**config.mk**
```make
export PLATFORM = sky130hd
export DESIGN_NAME = bfdh_queue
export DESIGN_NICKNAME = d
export VERILOG_FILES = /design/src/hw/rtl/bfdh_pkg.sv /design/src/hw/rtl/bfdh_queue.sv
export SDC_FILE = /design/constraint.sdc
export NUM_CORES = 1
export LEC_CHECK = 0
export BUFFER_PORTS_ARGS = -buffer_cell sky130_fd_sc_hd__buf_2
export CORE_MARGIN = 1.5
export CORE_UTILIZATION = 51
export DETAILED_ROUTE_END_ITERATION = 12
export PLACE_DENSITY = 0.86
export SYNTH_ARGS = -nofsm -noshare
export SYNTH_HDL_FRONTEND = slang
export SYNTH_SLANG_ARGS = --single-unit
```
**constraint.sdc**
```tcl
create_clock -name clk -period 3.2 [get_ports clk]
set_clock_uncertainty 0.2 [all_clocks]
set_input_delay 0.48 -clock clk [delete_from_list [all_inputs] [get_ports clk]]
set_output_delay 0.48 -clock clk [all_outputs]
set_load 0.02 [all_outputs]
```
**src/hw/rtl/bfdh_pkg.sv**
```systemverilog
// ----------------------------------------------------------------------------
// bfdh_pkg
// types, constants and hash helpers of the bloom filter core
// ----------------------------------------------------------------------------
`timescale 1ns / 1ps

package bfdh_pkg;

  localparam int FILTER_BITS = 1048576;
  localparam int KEY_BYTES   = 64;
  localparam int KEY_WORDS   = KEY_BYTES / 4;
  localparam int MAX_HASHES  = 32;

  localparam int M_W     = 21;
  localparam int K_W     = 6;
  localparam int SEED_W  = 10;
  localparam int CFG_W   = 21;
  localparam int IDX_W   = $clog2(FILTER_BITS);
  localparam int ROW_W   = 32;
  localparam int ROW_B   = $clog2(ROW_W);
  localparam int ROWS    = FILTER_BITS / ROW_W;
  localparam int ROW_A_W = IDX_W - ROW_B;
  localparam int WC_W    = $clog2(KEY_WORDS);

  localparam logic [31:0] C1       = 32'hcc9e2d51;
  localparam logic [31:0] C2       = 32'h1b873593;
  localparam logic [31:0] C3       = 32'h85ebca6b;
  localparam logic [31:0] C4       = 32'hc2b2ae35;
  localparam logic [31:0] MIX_ADD  = 32'he6546b64;
  localparam logic [31:0] HASH_LEN = 32'(KEY_WORDS * 4);

  localparam logic CMD_INSERT = 1'b0;
  localparam logic CMD_QUERY  = 1'b1;

  localparam logic [1:0] REG_BITS_IN_USE = 2'd0;
  localparam logic [1:0] REG_HASH_COUNT  = 2'd1;
  localparam logic [1:0] REG_SEED_A      = 2'd2;
  localparam logic [1:0] REG_SEED_B      = 2'd3;

  typedef struct packed {
    logic        cmd;
    logic [31:0] ha;
    logic [31:0] hb;
  } bfdh_entry_t;

  typedef struct packed {
    logic [M_W-1:0] m;
    logic [K_W-1:0] k;
  } bfdh_cfg_t;

  typedef enum logic [2:0] {
    F_IDLE, F_K1, F_K2, F_MIX, F_FIN1, F_FIN2, F_PUSH
  } front_state_t;

  typedef enum logic [2:0] {
    B_CLEAR, B_IDLE, B_STEP, B_PROBE, B_RMW, B_DONE
  } back_state_t;

  function automatic logic [31:0] rotl(input logic [31:0] x, input int r);
    rotl = (x << r) | (x >> (32 - r));
  endfunction

  function automatic logic [31:0] mix_word(input logic [31:0] h, input logic [31:0] k);
    logic [31:0] x;
    x = rotl(h ^ k, 13);
    mix_word = (x << 2) + x + MIX_ADD;
  endfunction

  function automatic logic [31:0] fold16(input logic [31:0] h);
    fold16 = h ^ (h >> 16);
  endfunction

endpackage

```
**src/hw/rtl/bfdh_queue.sv**
```systemverilog
// ----------------------------------------------------------------------------
// bfdh_queue
// two entry queue of hashed keys between front and back
// ----------------------------------------------------------------------------
`timescale 1ns / 1ps

module bfdh_queue (
  input  logic                  clk,
  input  logic                  rst,
  input  logic                  push,
  input  bfdh_pkg::bfdh_entry_t push_data,
  output logic                  full,
  input  logic                  pop,
  output bfdh_pkg::bfdh_entry_t head,
  output logic                  not_empty
);
  import bfdh_pkg::*;

  bfdh_entry_t slots [2];
  logic        wr_ptr;
  logic        rd_ptr;
  logic [1:0]  count;

  assign full      = (count == 2'd2);
  assign not_empty = (count != 2'd0);
  assign head      = slots[rd_ptr];

  always_ff @(posedge clk) begin
    if (push && !full) begin
      slots[wr_ptr] <= push_data;
    end
    if (rst) begin
      wr_ptr <= 1'b0;
      rd_ptr <= 1'b0;
      count  <= 2'd0;
    end else begin
      if (push && !full) begin
        wr_ptr <= ~wr_ptr;
      end
      if (pop && not_empty) begin
        rd_ptr <= ~rd_ptr;
      end
      count <= count + 2'(push && !full) - 2'(pop && not_empty);
    end
  end

endmodule

```
== After elaboration in Yosys (flattened, before gate mapping) ==
Memory sizes are Yosys's and may differ from the RTL's. A register that Yosys moved wholly into a read port is not among the register bits.
Index checks and enable logic that the tools add are counted.

* Logic and storage cells: 17
* Input bits: 69
* Output and inout port bits: 67
* Latch bits: 0
* Bits in read-only memories: 0
* Memories: 1
* Register bits: 4
* Bits in writable memories: 130

* Muxes and demuxes: 4
* Div/mod/pow operators: 0
* Bitwise operators: 2
* Magnitude comparators: 0
* Multiply operators: 0
* Shift-type cells: 0
* Add/sub/neg operators: 2
* Equality and inequality tests: 1
* Reductions and logical operators: 4

{| class="wikitable"
|+ Memory list
! name !! words !! bits a word !! read ports !! clocked after memory_dff !! write ports !! line !! source
|-
| slots || 2 || 65 || 1 || 1 || 1 || bfdh_queue.sv:19 || <nowiki>bfdh_entry_t slots [2];</nowiki>
|}

{| class="wikitable"
|+ Operator list
! operator !! number
|-
| 2-to-1 mux 1 bit || 4
|-
| adder 2 x 1 -> 2 bit || 1
|-
| equality test 2 bit, second input constant || 1
|-
| logical AND 1 bit || 2
|-
| NOT 1 bit || 2
|-
| nonzero test 2 bit || 1
|-
| subtractor 2 x 1 -> 2 bit || 1
|-
| logical NOT 1 bit || 1
|}

== Longest topological paths before layout ==
* Word-level depth: 5
* Gate-level depth with buffers: 8
* Depth with buffers taken out: 8

== Worst setup path after synthesis ==
OpenSTA, ideal clock, no wires.

* Path type: reg2reg
* Start: reg count[0]
* End: mem slots[0][0] (netlist bit) (enable)
* Stages on the path, launching flop included: 5
* Path buffers: 0
* Period minus slack after synthesis: 2.768 ns
* Library setup time: 0.419 ns
* Data required time: 2.581 ns
* Data arrival time: 2.149 ns
* Setup slack: 0.432 ns
* Cell sequence: dfxtp_1 nand2b_2 inv_2 or3_1 inv_1

* Word-level cells in the longest chain between the ends: 5

{| class="wikitable"
|+ Ends and longest elaborated chain
! item !! line !! source
|-
| from (decl) || bfdh_queue.sv:22 || <nowiki>logic [1:0] count;</nowiki>
|-
| from (signal assigned) || bfdh_queue.sv:43 || <nowiki>count <= count + 2'(push && !full) - 2'(pop && not_empty);</nowiki>
|-
| equality test 2 bit || bfdh_queue.sv:24 || <nowiki>assign full = (count == 2'd2);</nowiki>
|-
| named net full || bfdh_queue.sv:12 || <nowiki>output logic full,</nowiki>
|-
| logical NOT 1 bit || bfdh_queue.sv:29 || <nowiki>if (push && !full) begin</nowiki>
|-
| logical AND 1 bit || bfdh_queue.sv:29 ||
|-
| 2-to-1 mux 1 bit || bfdh_queue.sv:29 ||
|-
| 2-to-1 mux 1 bit (not written as such) || bfdh_queue.sv:30 || <nowiki>slots[wr_ptr] <= push_data;</nowiki>
|-
| to (decl) || bfdh_queue.sv:19 ||
|}

The timed path passes the listed nets, and every way through them passes these cells.

==> metrics.txt <==
simple-gate portion of the synthesized area 1.01%; largest family of logic cells by synthesized area multiplexers; vias in the first global route 2,955; WL met1 3660 um; fin crit period 2.42 ns; capturing point of the worst reg2reg path slots[1][4]$_DFFE_PP_; CP Data Required Time 2.52 ns; synth warn 0; port bufs 135; maximum VDD drop 0.000560 V; Layout Nets 516; CP Class reg2out; Skew-Pair Late Insertion Delay 0.50 ns; Reg clk slew, reported paths 0.06 ns; Yosys top cell area share 79.0%; Yosys top cell by area edfxtp_1; first-pass GRT wire length 14,300 um; GRT Overall Usage 19.2%; Adder-Cell Fraction of Synth Area 0.507%; startpoint of the worst register-to-register path count[0]$_SDFF_PP0_; Initial DRC Count 79; Met3 Routed Length 571 um; Crit Path Max Fanout 65; Syn Inst Count 228; Post-CTS Resized 0; die area 10,300 um2; CTS tree yes; synth top area cells edfxtp_1, mux2_2, dfxtp_1; Hold Fails Final Rpt 0; Vias 2,841; mapped cell area 4940 um2; Max clock buf depth 2; Critical Path End Type primary output; antenna viol nets, final 0; Distinct cells, synth 21; Die Wd 101 um; met2 WL post-DR 5230 um; reg2reg setup slack 1.12 ns; CP Capture Point head[51]; H-tree levels 4; setup bufs post-CTS 0; largest net degree at the start of global routing 66; CORE AREA 9330 um2; compound-gate portion of the synthesized area 0.355%; hold_ws 0.209 ns; CP arrival 1.74 ns; CTS hold repair buffers 66; leakage 2.68 nW; mux cell area share after synthesis 14.8%; Num CTS Buffers 17; Mapped Nets 299; Rows 35; share of layout cells above drive strength 1 52.2%; drt via density 4.86; Max-slew headroom 63.7%; Max-cap violations 0; outcome finished, final reports clean; drt pass-1 iters 4; type of the most critical hold path in2reg; Final setup violation count 0; max-slew violation count 0; Syn Area/Cell 21.7 um2; fmax 413 MHz; clk root buf clkbuf_8; initial antenna violation count 0; routed len/inst 16.4 um; ANT cells 0; Slew @ Worst Pin 0.544 ns; post-route insts no fill 585; register bit total from synthesis 135; routability-driven placement congestion ratio 0.662; pwr dens 782 nW/um2; synthesis-to-finish area growth 41.6%; # IOs 136; setup repair after global routing missed its margin false; Sum Neg Setup Slack 0 ns; Synth Area in XOR/XNOR 0.532%; commonest non-fill, non-tap cell in the layout buf_2; Worst setup SP type flip-flop; Remaining Overflow, GRT 0; Post-Place Cells 489; Die Y-Extent 101 um; initial core utilization 52.9%; Worst R2R Path Depth 3; period utilization 75.6%; register area share after synthesis 81.1%; most frequent cells in the layout buf_2, edfxtp_1, dlygate4sd3_1, mux2_2, clkbuf_16; HPWL Detailed 5330 um; Sink Count 135; DRC violations left 0; Top Layer Used met4; final wirelength 9600 um
-- worst max-delay path, cell delays in order, from the launching register on --
cell	delay (ns)
dfxtp_2	0.34
buf_12	0.32
mux2_2	0.40
buf_2	0.16
-- worst min path at each step --
stage                        start                  end  slack, ns  cells after the start
2_1_floorplan  wr_ptr$_SDFFE_PP0N_  wr_ptr$_SDFFE_PP0N_       0.25                      2
3_3_place_gp   wr_ptr$_SDFFE_PP0N_  wr_ptr$_SDFFE_PP0N_       0.28                      2
3_5_place_dp   wr_ptr$_SDFFE_PP0N_  wr_ptr$_SDFFE_PP0N_       0.30                      2
4_1_cts                       push  wr_ptr$_SDFFE_PP0N_       0.18                      4
5_1_grt                       push  wr_ptr$_SDFFE_PP0N_       0.25                      4
6_report                      push  wr_ptr$_SDFFE_PP0N_       0.21                      4
-- state kept, by name, summed over array words and instances (netlist names), named ones only --
name,flops
wr_ptr,1
count,2
rd_ptr,1
slots,130
-- layout make-up --
type / instances / area, um2
flip-flops and latches: 135 / 4010
fillers: 557 / 2330
repair buffers: 205 / 1390
multi-input cells: 82 / 851
clock buffers: 17 / 414
well taps: 129 / 161
clock inverters: 13 / 156
inverters: 4 / 15.0
-- cell usage after synthesis --
cell type	n
edfxtp_1	130
nor2b_1	1
or3_1	1
inv_2	1
buf_2	1
buf_6	5
buf_4	1
dfxtp_1	5
a21oi_1	1
nand2_1	1
xnor2_1	2
mux2_2	65
inv_1	3
or2_2	1
and3_2	1
nor2_1	3
ha_1	2
xor2_1	1
o21ai_0	1
o21a_1	1
nand2b_2	1
-- cell families after synthesis --
family | Yosys count
mux | 65
compound gates | 3
fa+ha+maj | 2
flops | 135
simple gates | 9
xor+xnor | 3
buf+inv | 11
-- metrics by stage --
stage          utilization [%]  total power [W]  cell area (um2)  worst slack, ns
3_5_place_dp              61.8          0.00359             5760             1.05
3_3_place_gp              61.8          0.00354             5760             1.08
4_1_cts                   75.0          0.00549             6990            0.751
5_1_grt                   75.0          0.00569             6990            0.703
6_report                  75.0          0.00547             6990            0.781
2_1_floorplan                -          0.00320             4940            0.432
-- power by group --
group          internal (W)  leakage (nW)  switching [W]  total [W]
Clock               0.00117         0.271       0.000682    0.00186
Combinational      0.000577          1.15       0.000783    0.00136
Sequential          0.00220          1.26      0.0000606    0.00226
-- metal layers --
layer  global-route usage [%]  vias up
met5                        0        -
met1                     20.4     1384
met4                     7.16        0
met3                     6.49       15
li1                         -     1332
met2                     35.2      110
Note: power is estimated with default switching activity, not from simulation.
