[config.mk]
export PLATFORM = sky130hd
export DESIGN_NAME = bfdh_front
export DESIGN_NICKNAME = d
export VERILOG_FILES = /design/src/hw/rtl/bfdh_pkg.sv /design/src/hw/rtl/bfdh_front.sv
export SDC_FILE = /design/constraint.sdc
export NUM_CORES = 2
export LEC_CHECK = 0
export BUFFER_PORTS_ARGS = -buffer_cell sky130_fd_sc_hd__buf_2
export CORE_ASPECT_RATIO = 1.25
export CORE_MARGIN = 10
export CORE_UTILIZATION = 35
export CTS_BUF_LIST = sky130_fd_sc_hd__clkbuf_2
export CTS_CLUSTER_DIAMETER = 40
export DETAILED_ROUTE_END_ITERATION = 12
export SYNTH_ARGS = -nofsm -noshare
export SYNTH_HDL_FRONTEND = slang
export SYNTH_SLANG_ARGS = --single-unit
[constraint.sdc]
create_clock -name clk -period 9.3 [get_ports clk]
set_clock_uncertainty 0.2 [all_clocks]
set_input_delay 1.86 -clock clk [delete_from_list [all_inputs] [get_ports clk]]
set_output_delay 1.86 -clock clk [all_outputs]
set_load 0.05 [all_outputs]
[src/hw/rtl/bfdh_pkg.sv]
// ----------------------------------------------------------------------------
// bfdh_pkg
// types, constants and hash helpers of the bloom filter core
// ----------------------------------------------------------------------------
`timescale 1ns / 1ps

package bfdh_pkg;

  localparam int FILTER_BITS = 1048576;
  localparam int KEY_BYTES   = 64;
  localparam int KEY_WORDS   = KEY_BYTES / 4;
  localparam int MAX_HASHES  = 32;

  localparam int M_W     = 21;
  localparam int K_W     = 6;
  localparam int SEED_W  = 10;
  localparam int CFG_W   = 21;
  localparam int IDX_W   = $clog2(FILTER_BITS);
  localparam int ROW_W   = 32;
  localparam int ROW_B   = $clog2(ROW_W);
  localparam int ROWS    = FILTER_BITS / ROW_W;
  localparam int ROW_A_W = IDX_W - ROW_B;
  localparam int WC_W    = $clog2(KEY_WORDS);

  localparam logic [31:0] C1       = 32'hcc9e2d51;
  localparam logic [31:0] C2       = 32'h1b873593;
  localparam logic [31:0] C3       = 32'h85ebca6b;
  localparam logic [31:0] C4       = 32'hc2b2ae35;
  localparam logic [31:0] MIX_ADD  = 32'he6546b64;
  localparam logic [31:0] HASH_LEN = 32'(KEY_WORDS * 4);

  localparam logic CMD_INSERT = 1'b0;
  localparam logic CMD_QUERY  = 1'b1;

  localparam logic [1:0] REG_BITS_IN_USE = 2'd0;
  localparam logic [1:0] REG_HASH_COUNT  = 2'd1;
  localparam logic [1:0] REG_SEED_A      = 2'd2;
  localparam logic [1:0] REG_SEED_B      = 2'd3;

  typedef struct packed {
    logic        cmd;
    logic [31:0] ha;
    logic [31:0] hb;
  } bfdh_entry_t;

  typedef struct packed {
    logic [M_W-1:0] m;
    logic [K_W-1:0] k;
  } bfdh_cfg_t;

  typedef enum logic [2:0] {
    F_IDLE, F_K1, F_K2, F_MIX, F_FIN1, F_FIN2, F_PUSH
  } front_state_t;

  typedef enum logic [2:0] {
    B_CLEAR, B_IDLE, B_STEP, B_PROBE, B_RMW, B_DONE
  } back_state_t;

  function automatic logic [31:0] rotl(input logic [31:0] x, input int r);
    rotl = (x << r) | (x >> (32 - r));
  endfunction

  function automatic logic [31:0] mix_word(input logic [31:0] h, input logic [31:0] k);
    logic [31:0] x;
    x = rotl(h ^ k, 13);
    mix_word = (x << 2) + x + MIX_ADD;
  endfunction

  function automatic logic [31:0] fold16(input logic [31:0] h);
    fold16 = h ^ (h >> 16);
  endfunction

endpackage

[src/hw/rtl/bfdh_front.sv]
// ----------------------------------------------------------------------------
// bfdh_front
// takes key words and runs both murmur3 hashes, then queues the key
// ----------------------------------------------------------------------------
`timescale 1ns / 1ps

module bfdh_front (
  input  logic                      clk,
  input  logic                      rst,
  input  logic                      hold,
  input  logic [bfdh_pkg::SEED_W-1:0] seed_a,
  input  logic [bfdh_pkg::SEED_W-1:0] seed_b,
  input  logic                      s_tvalid,
  output logic                      s_tready,
  input  logic [31:0]               s_tdata,
  input  logic                      s_tuser,
  output logic                      push,
  output bfdh_pkg::bfdh_entry_t     push_data,
  input  logic                      q_full
);
  import bfdh_pkg::*;

  front_state_t state;
  front_state_t state_next;
  logic [WC_W-1:0] wcnt;
  logic [31:0]     word;
  logic [31:0]     kmix;
  logic [31:0]     ha;
  logic [31:0]     hb;
  logic            cmd;
  logic            last_word;

  assign last_word = (wcnt == WC_W'(KEY_WORDS - 1));

  always_comb begin
    state_next = state;
    unique case (state)
      F_IDLE: if (s_tvalid && s_tready) state_next = F_K1;
      F_K1:   state_next = F_K2;
      F_K2:   state_next = F_MIX;
      F_MIX:  state_next = last_word ? F_FIN1 : F_IDLE;
      F_FIN1: state_next = F_FIN2;
      F_FIN2: state_next = F_PUSH;
      F_PUSH: if (!q_full) state_next = F_IDLE;
      default: state_next = F_IDLE;
    endcase
  end

  always_comb begin
    s_tready  = (state == F_IDLE) && !hold;
    push      = (state == F_PUSH) && !q_full;
    push_data = '{cmd: cmd, ha: fold16(ha), hb: fold16(hb)};
  end

  always_ff @(posedge clk) begin
    if (rst) begin
      state <= F_IDLE;
      wcnt  <= '0;
    end else begin
      state <= state_next;
      if (state == F_MIX) begin
        wcnt <= last_word ? '0 : wcnt + WC_W'(1);
      end
    end
  end

  always_ff @(posedge clk) begin
    unique case (state)
      F_IDLE: begin
        if (s_tvalid && s_tready) begin
          word <= s_tdata;
          if (wcnt == '0) begin
            cmd <= s_tuser;
            ha  <= 32'(seed_a);
            hb  <= 32'(seed_b);
          end
        end
      end
      F_K1:  kmix <= word * C1;
      F_K2:  kmix <= rotl(kmix, 15) * C2;
      F_MIX: begin
        ha <= mix_word(ha, kmix);
        hb <= mix_word(hb, kmix);
      end
      F_FIN1: begin
        ha <= fold16(ha ^ HASH_LEN) * C3;
        hb <= fold16(hb ^ HASH_LEN) * C3;
      end
      F_FIN2: begin
        ha <= (ha ^ (ha >> 13)) * C4;
        hb <= (hb ^ (hb >> 13)) * C4;
      end
      F_PUSH: ;
      default: ;
    endcase
  end

endmodule

**Yosys cells after proc, flatten, opt, wreduce, memory -nomap -nowiden**

Index checks and enable logic that the tools add are counted.

- ROM bits: 0
- Logic and storage cells: 66
- Memories: 0
- Input bits: 58
- Memory bits (writable): 0
- Output and inout port bits: 67
- Register bits: 136
- Bits in latches: 0

- Multiplexer cells: 12
- Add/subtract/negate cells: 5
- Multiply operators: 6
- Shifts and indexed selects: 0
- Divide/modulo/power cells: 0
- Bitwise gates (word level): 13
- Reductions and logical operators: 13
- Equal/unequal tests: 10
- $lt $le $gt $ge: 0

Operators with widths:

| cell | count |
|---|---|
| 32-bit one-hot mux with 4 select lines | 2 |
| 32-bit two-way mux | 4 |
| 32-bit by 16-bit bitwise XOR with 32-bit output | 4 |
| 32-bit by 31-bit multiplier with 32-bit output (second input constant) | 3 |
| 32-bit adder | 2 |
| 32-bit adder (second input constant) | 2 |
| 32-bit by 32-bit multiplier with 32-bit output (second input constant) | 2 |
| 32-bit by 13-bit bitwise OR with 32-bit output | 2 |
| 32-bit one-hot mux with 2 select lines | 1 |
| 32-bit by 19-bit bitwise XOR with 32-bit output | 2 |
| 32-bit bitwise XOR | 2 |
| 32-bit by 29-bit multiplier with 32-bit output (second input constant) | 1 |
| 32-bit by 15-bit bitwise OR with 32-bit output | 1 |
| 3-bit one-hot mux with 7 select lines | 1 |
| 3-bit equality test (second input constant) | 3 |
| 3-bit two-way mux | 3 |
| 3-bit by 2-bit equality test with 1-bit output (second input constant) | 2 |
| 3-bit AND reduction | 2 |
| 4-bit by 1-bit adder with 4-bit output (second input constant) | 1 |
| 4-bit equality test (second input constant) | 1 |
| 4-bit logical NOT | 1 |
| 4-bit two-way mux | 1 |
| 2-bit by 1-bit inequality test with 1-bit output (second input constant) | 2 |
| 2-bit AND reduction | 2 |
| 8 further kinds | 12 |

**Depth between registers and ports, before layout**

- Depth in word-level cells: 5
- Depth in mapped cells: 30
- Mapped depth without buffers: 29

**Worst setup path before layout**

Ideal clock, no wire load.

- Kind: register to register
- Start: reg hb[16]
- End: reg hb[31] (data pin)
- Clock period less this slack: 8.101 ns
- Library setup time: 0.267 ns
- Path slack: 1.199 ns
- Data arrival time: 7.634 ns
- Data required time: 8.833 ns
- Path buffers: 1
- Stages on the path, launching flop included: 24
- Cell sequence: edfxtp_1 > clkbuf_1 > xor2_1 > ha_1 > inv_1 > fa_1 > inv_1 > fa_1 > ha_1 > fa_1 > fa_1 > fa_1 > fa_1 > ha_1 > and3_1 > a22oi_1 > o21a_1 > o21ai_0 > a2111o_1 > a41oi_2 > o21ai_1 > xnor2_1 > a22oi_1 > o211ai_1

- Longest elaborated chain between the ends: 5
- Elaborated cells between the ends (all ways): 9
- Those cells by class: add/sub (2); mul (2); mux (1); bitwise (4)

Ends and longest elaborated chain:

| what | RTL line | text |
|---|---|---|
| from (decl) | bfdh_front.sv:29 | `logic [31:0] hb;` |
| from (signal assigned) | bfdh_front.sv:75 | `hb <= 32'(seed_b);` |
| from (signal assigned) | bfdh_front.sv:83 | `hb <= mix_word(hb, kmix);` |
| from (signal assigned) | bfdh_front.sv:87 | `hb <= fold16(hb ^ HASH_LEN) * C3;` |
| 32-bit bitwise XOR | bfdh_pkg.sv:65 | `x = rotl(h ^ k, 13);` |
| 32-bit by 13-bit bitwise OR with 32-bit output | bfdh_pkg.sv:60 | `rotl = (x << r) \| (x >> (32 - r));` |
| 32-bit adder (2 in series) | bfdh_pkg.sv:66 | `mix_word = (x << 2) + x + MIX_ADD;` |
| 32-bit one-hot mux with 4 select lines * | bfdh_front.sv:68 | `unique case (state)` |

Every way passes the cells marked *; elsewhere a longest branch is shown, timed or not.
A chain may end at the register's enable or synchronous reset.

**Worst setup path after layout**

- Start: reg ha[21]
- End: reg ha[28] (data pin)

- Longest elaborated chain between the ends: 5
- Elaborated cells between the ends (all ways): 9
- Those cells by class: add/sub (2); mul (2); mux (1); bitwise (4)

Ends and longest elaborated chain:

| what | RTL line | text |
|---|---|---|
| from (decl) | bfdh_front.sv:28 | `logic [31:0] ha;` |
| from (signal assigned) | bfdh_front.sv:74 | `ha <= 32'(seed_a);` |
| from (signal assigned) | bfdh_front.sv:82 | `ha <= mix_word(ha, kmix);` |
| from (signal assigned) | bfdh_front.sv:86 | `ha <= fold16(ha ^ HASH_LEN) * C3;` |
| 32-bit bitwise XOR | bfdh_pkg.sv:65 |  |
| 32-bit by 13-bit bitwise OR with 32-bit output | bfdh_pkg.sv:60 |  |
| 32-bit adder (2 in series) | bfdh_pkg.sv:66 |  |
| 32-bit one-hot mux with 4 select lines * | bfdh_front.sv:68 |  |

Marked as above.

==> tab_implementation.tex <==
\begin{tabular}{lr}
\hline
Metric & Value \\
\hline
\multicolumn{2}{l}{\textbf{CTS}} \\
\quad Post-CTS setup buffer count & 0 \\
\quad Root buffer cell & sky130\_fd\_sc\_hd\_\_clkbuf\_2 \\
\quad Number of sinks handled by clock tree synthesis & 136 \\
\quad Latest clock arrival within the worst-skew pair & 1.12 ns \\
\quad Clock tree from TritonCTS & yes \\
\quad H-Tree Level Count & 4 \\
\quad Resized Gates After CTS & 0 \\
\quad Clock slew seen by the registers of the worst setup and hold paths & 0.27 ns \\
\quad Clock buffer depth & 2 \\
\quad Number of CTS-inserted buffers & 17 \\
\quad Number of buffers inserted by hold repair at cts & 0 \\
\multicolumn{2}{l}{\textbf{Timing}} \\
\quad Max frequency & 119 MHz \\
\quad Setup TNS after final layout & 0 ns \\
\quad Crit share post-route & 90.1\% \\
\quad Worst-margin pin slew & 1.20 ns \\
\quad Final max-slew violation count & 0 \\
\quad Setup repair after global routing missed its margin & false \\
\quad Max\_slew headroom & 19.9\% \\
\quad Final setup violation count & 0 \\
\quad Clock period minus final worst setup slack & 8.38 ns \\
\quad Final Hold Viols & 0 \\
\multicolumn{2}{l}{\textbf{Route}} \\
\quad Number of vias after detailed routing & 42900 \\
\quad Drt total wl & 189000 µm \\
\quad Number of design-rule violations left by the first detailed-router iteration & 2693 \\
\quad Detail Route Antenna Nets & 0 \\
\quad DRC errors left & 0 \\
\quad Drt pass-1 iters & 5 \\
\quad Routed wire length per instance & 21.5 µm \\
\quad Via/cell ratio & 4.88 \\
\multicolumn{2}{l}{\textbf{Min path}} \\
\quad Type of the tightest min-delay check & reg -> reg \\
\multicolumn{2}{l}{\textbf{Setup path}} \\
\quad Critical Path End Type & flop \\
\quad Data required time of the critical path & 9.98 ns \\
\quad Cell type group with the largest total delay on the critical path & adder cells \\
\quad Arrival @ worst endpoint & 9.06 ns \\
\quad Slowest cell on the critical path & sky130\_fd\_sc\_hd\_\_xnor2\_1 \\
\quad Kind of critical path & reg -> reg \\
\quad Cell breakdown of the critical path & buf\_4 -> xnor2\_1 -> inv\_1 -> ha\_1 -> ha\_1 -> inv\_1 -> fa\_1 -> fa\_1 -> inv\_1 -> ha\_1 -> ha\_1 -> fa\_1 -> fa\_1 -> ha\_1 -> a21oi\_1 -> o21ai\_0 -> o41ai\_2 -> o31ai\_2 -> a2111oi\_0 -> or3\_1 -> o21ai\_1 -> xnor2\_1 -> a22oi\_1 -> o21ai\_0 \\
\quad Worst path max stage delay & 0.81 ns \\
\quad Buffer and inverter count on the worst path & 4 \\
\quad Dominant cell type by count on the critical path & sky130\_fd\_sc\_hd\_\_ha\_1 \\
\quad Critical path launch point type & flop \\
\quad Critical path peak fanout & 8 \\
\multicolumn{2}{l}{\textbf{Logic synthesis}} \\
\quad Gate count after technology mapping & 6294 \\
\quad Net count after synthesis & 8680 \\
\quad Number of distinct library cells after synthesis & 92 \\
\quad Proportion of netlist area held by the largest area contributor & 36.7\% \\
\quad Share of the yosys chip area belonging to registers & 6.54\% \\
\quad Cell type contributing the most total cell area after synthesis & sky130\_fd\_sc\_hd\_\_fa\_1 \\
\quad Avg Synthesized Cell Area & 9.75 µm² \\
\quad Main flop type after synthesis & sky130\_fd\_sc\_hd\_\_edfxtp\_1 \\
\quad Share of async-settable or async-resettable flops after synthesis & 0\% \\
\quad Number of enable-type register cells in the synthesized netlist & 129 \\
\quad Top-count cell post-synth & sky130\_fd\_sc\_hd\_\_inv\_1 \\
\quad YS warnings & 0 \\
\quad Register bit total from synthesis & 136 \\
\quad Post-synth design cell area & 0.0614 mm² \\
\quad Leading cell types by count after synthesis & 1988 x sky130\_fd\_sc\_hd\_\_inv\_1, 1204 x sky130\_fd\_sc\_hd\_\_ha\_1, 1124 x sky130\_fd\_sc\_hd\_\_fa\_1 \\
\quad Cell types occupying the most area after synthesis & sky130\_fd\_sc\_hd\_\_fa\_1 37\%, sky130\_fd\_sc\_hd\_\_ha\_1 25\%, sky130\_fd\_sc\_hd\_\_inv\_1 12\% \\
\multicolumn{2}{l}{\textbf{Run status}} \\
\quad Result of the run & completed \\
\multicolumn{2}{l}{\textbf{Global routing}} \\
\quad Overflow after GRT & 0 \\
\quad Global-route wire length before repair & 288000 µm \\
\quad Global-route usage over all layers & 19.7\% \\
\quad Via count of the first global-routing pass & 47400 \\
\quad Initial antenna violation count & 7 \\
\quad Largest net degree at the start of global routing & 65 \\
\multicolumn{2}{l}{\textbf{Floorplanning}} \\
\quad Number of placement rows & 171 \\
\quad Die H & 488 µm \\
\quad Die area & 0.193 mm² \\
\quad Width of the die & 395 µm \\
\quad Starting utilization of the core area & 35.2\% \\
\quad \# IOs & 125 \\
\quad Core ar. & 0.174 mm² \\
\multicolumn{2}{l}{\textbf{Placement}} \\
\quad Detailed placement HPWL & 166000 µm \\
\quad I/O Buffers & 124 \\
\quad Final weighted congestion in routability-driven placement & 0.964 \\
\multicolumn{2}{l}{\textbf{Final layout}} \\
\quad Share of cells above drive strength 1 & 4.59\% \\
\quad Area used by sequential logic in the layout & 0.00402 mm² \\
\quad Final layout net count & 8818 \\
\quad Layout overhead on the synthesized area & 6.54\% \\
\quad Fill cell total of the finished layout & 17600 \\
\quad Footprint of the multi-input gates & 0.0495 mm² \\
\multicolumn{2}{l}{\textbf{Run}} \\
\quad Maximum capacitance violations & 0 \\
\hline
\end{tabular}
-- path summary, 6_finish.rpt --
check / from / end / slack [ns] / cells past startpoint
worst max-delay path: ha[21] / ha[28] / 0.92 / 24
worst min-delay path: wcnt[3] / state[2] / 0.31 / 2
worst max register to register: ha[21] / ha[28] / 0.92 / 24
worst min register to register: wcnt[3] / state[2] / 0.31 / 2
-- state kept, by name (all words and copies together) (netlist names) --
signal  count
cmd         1
ha         32
hb         32
kmix       32
state       3
wcnt        4
word       32
-- kinds of logic after synthesis --
| group | share of synthesized area, % |
|---|---|
| AO/OA/AOI/OAI | 7.72 |
| XOR/XNOR | 7.55 |
| multiplexers | 0.316 |
| adder cells (fa/ha/maj) | 61.2 |
| buffers and inverters | 12.9 |
| flip-flops | 6.54 |
| AND/OR/NAND/NOR | 3.76 |
-- cell usage in the layout, fill, tap and decap left out, types with 29 or more instances in the layout --
master / instances
sky130_fd_sc_hd__nand2b_1: 44
sky130_fd_sc_hd__a211oi_1: 30
sky130_fd_sc_hd__fa_1: 1124
sky130_fd_sc_hd__xor2_1: 200
sky130_fd_sc_hd__o21a_1: 39
sky130_fd_sc_hd__o21bai_1: 29
sky130_fd_sc_hd__ha_1: 1204
sky130_fd_sc_hd__buf_4: 85
sky130_fd_sc_hd__inv_1: 1988
sky130_fd_sc_hd__buf_2: 124
sky130_fd_sc_hd__nor2_1: 161
sky130_fd_sc_hd__xnor2_1: 327
sky130_fd_sc_hd__a21o_1: 76
sky130_fd_sc_hd__edfxtp_1: 129
sky130_fd_sc_hd__o21ai_0: 157
sky130_fd_sc_hd__a21oi_1: 175
sky130_fd_sc_hd__nand2_1: 121
-- area by class of cell --
class / instances / share of cell area (%)
Inverter: 1989 / 11.4
Timing Repair Buffer: 209 / 1.92
Clock inverter: 13 / 0.224
Sequential cell: 136 / 6.14
Multi-Input combinational cell: 4079 / 75.7
Antenna cell: 6 / 0.0230
Tap cell: 2335 / 4.47
Clock buffer: 19 / 0.145
-- worst register-to-register path: stages (launching register included) --
cell and delay (ns):
sky130_fd_sc_hd__edfxtp_1 0.45, sky130_fd_sc_hd__buf_4 0.24, sky130_fd_sc_hd__xnor2_1 0.81, sky130_fd_sc_hd__inv_1 0.57, sky130_fd_sc_hd__ha_1 0.51, sky130_fd_sc_hd__ha_1 0.26, sky130_fd_sc_hd__inv_1 0.09, sky130_fd_sc_hd__fa_1 0.42
sky130_fd_sc_hd__fa_1 0.51, sky130_fd_sc_hd__inv_1 0.05, sky130_fd_sc_hd__ha_1 0.27, sky130_fd_sc_hd__ha_1 0.33, sky130_fd_sc_hd__fa_1 0.40, sky130_fd_sc_hd__fa_1 0.43, sky130_fd_sc_hd__ha_1 0.39, sky130_fd_sc_hd__a21oi_1 0.21
sky130_fd_sc_hd__o21ai_0 0.17, sky130_fd_sc_hd__o41ai_2 0.42, sky130_fd_sc_hd__o31ai_2 0.23, sky130_fd_sc_hd__a2111oi_0 0.41, sky130_fd_sc_hd__or3_1 0.24, sky130_fd_sc_hd__o21ai_1 0.10, sky130_fd_sc_hd__xnor2_1 0.17, sky130_fd_sc_hd__a22oi_1 0.19
sky130_fd_sc_hd__o21ai_0 0.10
-- metal layers --
layer / share of wire [%] / wire (µm) / GRT usage, % / vias up
li1: - / - / - / 19700
met3: 5.2 / 9720 / 2.42 / 323
met1: 41 / 77100 / 24.3 / 21600
met4: 4.8 / 9130 / 8.11 / 4
met5: 0.017 / 32 / 0 / -
met2: 49 / 92600 / 34.5 / 1239
-- stage by stage --
stage | cells | hold WS [ns] | utilization (%) | instance area (µm²) | setup WS [ns]
after floorplan | 6294 | 0.260 | - | 61400 | 1.20
final | 8786 | 0.306 | 37.6 | 65400 | 0.918
after detailed placement | 8748 | 0.294 | 37.4 | 65100 | 0.948
after global routing | 8786 | 0.349 | 37.6 | 65400 | 0.536
after global placement | 8748 | 0.280 | 37.4 | 65100 | 1.06
after CTS | 8780 | 0.322 | 37.5 | 65400 | 0.940
Power is not shown: default switching activity piles up to over one toggle a cycle in this logic, so the estimate is an artifact.
